===== config.mk =====
export PLATFORM = sky130hd
export DESIGN_NAME = cpsp_controller
export DESIGN_NICKNAME = d
export VERILOG_FILES = /design/src/cascaded_position_speed_pid_defines.svh /design/src/cpsp_pkg.sv /design/src/cpsp_controller.sv
export SDC_FILE = /design/constraint.sdc
export NUM_CORES = 1
export LEC_CHECK = 0
export BUFFER_PORTS_ARGS = -buffer_cell sky130_fd_sc_hd__buf_4
export CAP_MARGIN = 10
export CORE_AREA = 2 2 39 41
export CTS_CLUSTER_DIAMETER = 120
export DETAILED_ROUTE_END_ITERATION = 8
export DIE_AREA = 0 0 41 43
export PLACE_DENSITY = 0.49
export SLEW_MARGIN = 40
export SYNTH_ARGS = -nofsm -noshare
export SYNTH_HDL_FRONTEND = slang
export SYNTH_SLANG_ARGS = --single-unit

===== constraint.sdc =====
create_clock -name clock -period 1.4 [get_ports clock]
set_input_delay 0.14 -clock clock [delete_from_list [all_inputs] [get_ports clock]]
set_output_delay 0.14 -clock clock [all_outputs]
set_load 0.005 [all_outputs]

===== src/cascaded_position_speed_pid_defines.svh =====
// ---------------------------------------------------------------------------
// Assertion macros for the cascaded position and speed loop
// Each macro expands to a labelled concurrent assertion, or to nothing.
// ---------------------------------------------------------------------------
`ifndef CASCADED_POSITION_SPEED_PID_DEFINES_SVH
`define CASCADED_POSITION_SPEED_PID_DEFINES_SVH
`ifndef NO_ASSERTIONS
// Implication checked at every clock edge outside reset.
`define CPSP_ASSERT_IMPL(label, clk, rst, ante, cons, msg) \
   label: assert property (@(posedge clk) disable iff (rst) (ante) |-> (cons)) else $error(msg);
// Implication whose consequent is checked in the cycle after the antecedent.
`define CPSP_ASSERT_NEXT(label, clk, rst, ante, cons, msg) \
   label: assert property (@(posedge clk) disable iff (rst) (ante) |=> (cons)) else $error(msg);
`else
`define CPSP_ASSERT_IMPL(label, clk, rst, ante, cons, msg)
`define CPSP_ASSERT_NEXT(label, clk, rst, ante, cons, msg)
`endif
`endif


===== src/cpsp_pkg.sv =====
// ---------------------------------------------------------------------------
// Cascaded position and speed loop package
// Payload types, register indexes, limits and the controller interface.
// ---------------------------------------------------------------------------
package cpsp_pkg;

   localparam int IntegralLimit = 1000;
   localparam int PosOutLimit   = 10;
   localparam int SpeedOutLimit = 100;
   localparam logic [15:0] LpfNew = 16'd19661;
   localparam logic [15:0] LpfOld = 16'd45875;

   localparam logic [2:0] REG_MODE   = 3'd0;
   localparam logic [2:0] REG_SCALE  = 3'd1;
   localparam logic [2:0] REG_POS_KP = 3'd2;
   localparam logic [2:0] REG_POS_KI = 3'd3;
   localparam logic [2:0] REG_POS_KD = 3'd4;
   localparam logic [2:0] REG_SPD_KP = 3'd5;
   localparam logic [2:0] REG_SPD_KI = 3'd6;
   localparam logic [2:0] REG_SPD_KD = 3'd7;

   typedef struct packed {
      logic signed [15:0] count_delta;
      logic signed [31:0] position_target;
      logic signed [23:0] speed_target;
   } req_type;

   typedef struct packed {
      logic signed [7:0]  duty;
      logic signed [31:0] speed_rps;
      logic signed [31:0] position_count;
      logic signed [23:0] speed_command;
   } rsp_type;

   // Datapath step codes issued by the controller.
   typedef enum logic [3:0] {
      OP_NONE,
      OP_LOAD,
      OP_RAW,
      OP_LPF_NEW,
      OP_LPF_OLD,
      OP_POS_KP,
      OP_POS_KI,
      OP_POS_KD,
      OP_SPD_ERR,
      OP_SPD_KP,
      OP_SPD_KI,
      OP_SPD_KD,
      OP_FINISH
   } op_type;

   typedef struct packed {
      op_type op;
   } cmd_type;

endpackage


===== src/cpsp_controller.sv =====
// ---------------------------------------------------------------------------
// Cascaded loop controller
// Sequences one tick through the datapath and runs the result register.
// ---------------------------------------------------------------------------
module cpsp_controller (
   input  logic               clock,
   input  logic               reset,
   input  logic               req_valid,
   output logic               req_stall,
   output logic               rsp_valid,
   input  logic               rsp_stall,
   output logic               rsp_load,
   output cpsp_pkg::cmd_type  cmd
);
   import cpsp_pkg::*;

   typedef enum logic [3:0] {
      S_IDLE, S_RAW, S_LNEW, S_LOLD, S_PKP, S_PKI, S_PKD, S_SERR,
      S_SKP, S_SKI, S_SKD, S_FIN, S_OUT
   } state_type;

   state_type state_ff, state_in;
   logic      rsp_valid_ff;

   // A new beat is taken only when idle; the result register may still be full.
   assign req_stall = (state_ff != S_IDLE);
   assign rsp_valid = rsp_valid_ff;
   assign rsp_load  = (state_ff == S_OUT) && (!rsp_valid_ff || !rsp_stall);

   always_comb begin
      state_in = state_ff;
      cmd.op   = OP_NONE;
      case (state_ff)
         S_IDLE: if (req_valid) begin cmd.op = OP_LOAD; state_in = S_RAW; end
         S_RAW:  begin cmd.op = OP_RAW;     state_in = S_LNEW; end
         S_LNEW: begin cmd.op = OP_LPF_NEW; state_in = S_LOLD; end
         S_LOLD: begin cmd.op = OP_LPF_OLD; state_in = S_PKP;  end
         S_PKP:  begin cmd.op = OP_POS_KP;  state_in = S_PKI;  end
         S_PKI:  begin cmd.op = OP_POS_KI;  state_in = S_PKD;  end
         S_PKD:  begin cmd.op = OP_POS_KD;  state_in = S_SERR; end
         S_SERR: begin cmd.op = OP_SPD_ERR; state_in = S_SKP;  end
         S_SKP:  begin cmd.op = OP_SPD_KP;  state_in = S_SKI;  end
         S_SKI:  begin cmd.op = OP_SPD_KI;  state_in = S_SKD;  end
         S_SKD:  begin cmd.op = OP_SPD_KD;  state_in = S_FIN;  end
         S_FIN:  begin cmd.op = OP_FINISH;  state_in = S_OUT;  end
         S_OUT:  if (!rsp_valid_ff || !rsp_stall) state_in = S_IDLE;
         default: state_in = S_IDLE;
      endcase
   end

   // State and result-valid register.
   always_ff @(posedge clock) begin
      if (reset) begin
         state_ff     <= S_IDLE;
         rsp_valid_ff <= 1'b0;
      end else begin
         state_ff <= state_in;
         if (rsp_load) rsp_valid_ff <= 1'b1;
         else if (!rsp_stall) rsp_valid_ff <= 1'b0;
      end
   end

endmodule

* After elaboration in Yosys (flattened, before gate mapping)
Cells that the tools add are included. Widths: inputs -> output; s select.
Storage, ports and cells: output and inout bits 7, bits in registers 5, bits of input ports 4
Cells by class: muxes and demuxes 7, eq/ne operators 15, reduce and logical (&&, ||, !) cells 7
Operators with widths (number):
- $pmux 4 s13 | 1
- $pmux 4 s12 | 1
- $eq 4x4->1 const B | 5
- $eq 4x3->1 const B | 4
- $eq 4x2->1 const B | 2
- $mux 4 | 2
- $eq 4x1->1 const B | 1
- $logic_not 4->1 | 1
- $ne 2x1->1 const B | 2
- $reduce_bool 4->1 | 1
- $mux 1 | 3
- $logic_not 1->1 | 2
- $ne 2x2->1 const B | 1
- $reduce_and 2->1 | 1
- $logic_and 1x1->1 | 1
- $logic_or 1x1->1 | 1

* Depth between registers and ports, before layout
depth after elaboration 4, depth in mapped cells 5, gate-level depth less buffers 3

* Least setup slack after synthesis
No wires, ideal clock.
path type reg2out, start register state_ff[3], end output port rsp_load, arrival time 1.115 ns, path buffers 0, setup slack 0.145 ns, stages on the path, launching flop included 4, path through dfxtp_1 inv_2 or4_4 a21oi_1
Between the ends: longest elaborated chain between the ends 2
RTL lines:
- start: declaration | RTL line cpsp_controller.sv:22 | state_type state_ff, state_in;
- start signal: assignment | RTL line cpsp_controller.sv:57 | state_ff <= state_in;
- $eq 4x4->1 | RTL line cpsp_controller.sv:28 | assign rsp_load = (state_ff == S_OUT) && (!rsp_valid_ff || !rsp_stall);
- $logic_and 1x1->1 | RTL line cpsp_controller.sv:28
- end: declaration | RTL line cpsp_controller.sv:12 | output logic rsp_load,
No other way between the ends.

* Final worst setup path
Ends and elaborated chain as after synthesis.

==> flow_summary.toml <==
[timing]
whs_ns = 0.07551
finClkSkew_ns = 0.003526
max_slew_margin = 0.7783
setup_viol_count_final = 4
fin_crit_ns = 1.531
period_share = 1.094
timing.final.max_slew_violations = 0
rsz0062_at_grt = "true"
timing.fmax_ghz = 0.6530
fin_setup_tns_ns = -0.3460
tightest_slew_ns = 0.3281
hold_viol_final = 0
post-route-worst-setup-slack_ns = -0.1313

[power_and_ir_drop]
p_leak_nw = 0.1924
sw_frac_of_total = 0.2589
p_sw_mw = 0.1152
power_mw = 0.4451
p_per_area_nw_per_um2 = 977.3
p_int_mw = 0.3299
comb_power_share = 0.259
peakVddDrop_mv = 0.3371
seqPwrFrac = 0.359
p_clk_frac = 0.382

[layout]
area_growth_pct = 53.59
stdcell_count = 68
antennaDiodeCount = 0
stdcell_area_um2 = 455.4
fill_cells = 149
fin_nets = 57
layout_common_cells = "16 x buf_4, 5 x nand2_1, 3 x clkbuf_4, 3 x dfxtp_1"
final_util = 0.3291
drive_gt1_frac = 0.5769
final_common_cell = "buf_4"

[cts]
cts_buffers = 3
clock_sinks = 5
clock_latency_ns = 0.24
cts-root-buf = "clkbuf_4"
postCtsHoldBufs = 0
htree_levels = 1
cts_tree = "built"
cts_buffer_depth = 2
clk_pin_slew_worst_paths_ns = 0.05

[routing]
drtPass1Iterations = 4
post_drt_wl_per_cell_um = 9.647
avgViaCountPerCell = 4.471
wirelength_um = 656
vias = 304
drc_errors = 0
ant_nets = 0
initialDrtViolationCount = 4

[synthesis]
netlist_instances = 36
syn_area_per_cell_um2 = 8.237
mappedNetlistNets = 40
ys_seq_area_frac = 0.3376
synth-seq-cells = 5
synth_cell_types = 20
synthesis.area_um2 = 296.5
yosys_warnings = 0

[status]
outcome = "finished with violations"
violations = "negative setup slack"

[worst_setup_path]
critPathMaxFanout = 4
worstPathRequired_ns = 1.26
cp.arrival_ns = 1.39
cp-start-kind = "flip-flop"
path_class = "reg2out"
cp-end-kind = "output port"

[worst_hold_path]
hold_class = "in2reg"

[placement]
port_buffers = 10
pre_cts_ws_ns = 0.05943
hpwl_um = 514.2
place.gp.congestion = 0.6990
place_area_um2 = 396.6
dp_cells = 62

[global_route]
track_usage = 0.09548
grt_pass1_vias = 265
grt_overflow = 0
antenna_found_initial = 0
grt_max_degree = 8
grt_pass1_wl_um = 1110

[floorplan]
initial_utilization = 0.2143
core_area_um2 = 1384
design.portCount = 11
num_rows = 14
dieArea_um2 = 1763
die_w_um = 41
fp.dieH_um = 43

[run]
drv_cap = 0
==> layout make-up <==
cell class,count,area [µm²],share of cell area
inverter,2,7.507,0.01648
clock buffer,4,26.28,0.05769
sequential,5,102.6,0.2253
multi-input combinational,24,167.7,0.3681
timing repair buffer,17,131.4,0.2885
tap,16,20.02,0.04396
==> path summary, 6_finish.rpt <==
check / endpoint / depth (start not counted) / slack [ns] / start
setup / recovery: rsp_load / 4 / -0.13 / state_ff[3]$_SDFFE_PP0P_
hold / removal: rsp_valid$_SDFFE_PP0P_ / 2 / 0.08 / reset
setup reg to reg: state_ff[2]$_SDFFE_PP0P_ / 5 / -0.05 / state_ff[3]$_SDFFE_PP0P_
hold reg to reg: rsp_valid$_SDFFE_PP0P_ / 2 / 0.51 / rsp_valid$_SDFFE_PP0P_
==> state kept, by name, summed over array words and instances (netlist names) <==
name and count:
rsp_valid 1, state_ff 4
==> cells by family (layout without fill, tap and decap cells) <==
kind of cell              Yosys count  count (layout)  synth area share
buffers and inverters               7              23            0.1350
AOI/OAI and AO/OA                   9               9            0.1983
DFF                                 5               5            0.3376
xor gates and xnor gates            1               1           0.02954
and+or+nand+nor                    14              14            0.2996
==> cell usage after synthesis, drive strengths merged <==
cell	count	area share
a31oi	1	0.021
xnor2	1	0.030
or4	2	0.076
nand2	5	0.063
nor2b	2	0.042
buf	4	0.093
a21oi	4	0.080
inv	2	0.025
o21bai	1	0.038
o21ai	2	0.034
nand3	2	0.034
nor4	1	0.021
a211oi	1	0.025
nor4bb	1	0.034
clkbuf	1	0.017
and2b	1	0.030
dfxtp	5	0.34
==> per-layer routing <==
layer  share of wire  wire length [µm]  vias to the layer above  global-route usage
met5               0                 0                        -                   0
met4           0.023                15                        0              0.1000
met3           0.047                31                        2             0.01571
met2            0.48               316                       10              0.1156
met1            0.45               292                      137              0.1290
li1                -                 -                      155                   -
==> worst max-delay path, cell delays in order (launching register included) <==
cell and delay, ns:
dfxtp_2 0.35, inv_2 0.04, or4_4 0.53, a21oi_2 0.12, buf_4 0.11
==> power by group through the flow <==
stage,logic (mW),registers (mW),clock network (mW)
4_1_cts,0.116,0.159,0.176
5_1_grt,0.125,0.161,0.183
2_1_floorplan,0.0671,0.155,0
3_5_place_dp,0.0987,0.162,0
3_3_place_gp,0.0997,0.162,0
6_report,0.115,0.160,0.170
==> repair_timing <==
action | CTS | global route
gates resized for setup | 6 | 0
setup endpoints to repair | 3 | 6
setup buffers | 1 | 1
pin swaps | 2 | 2
cloned | 0 | 0
Power figures use the tool's default switching activity.
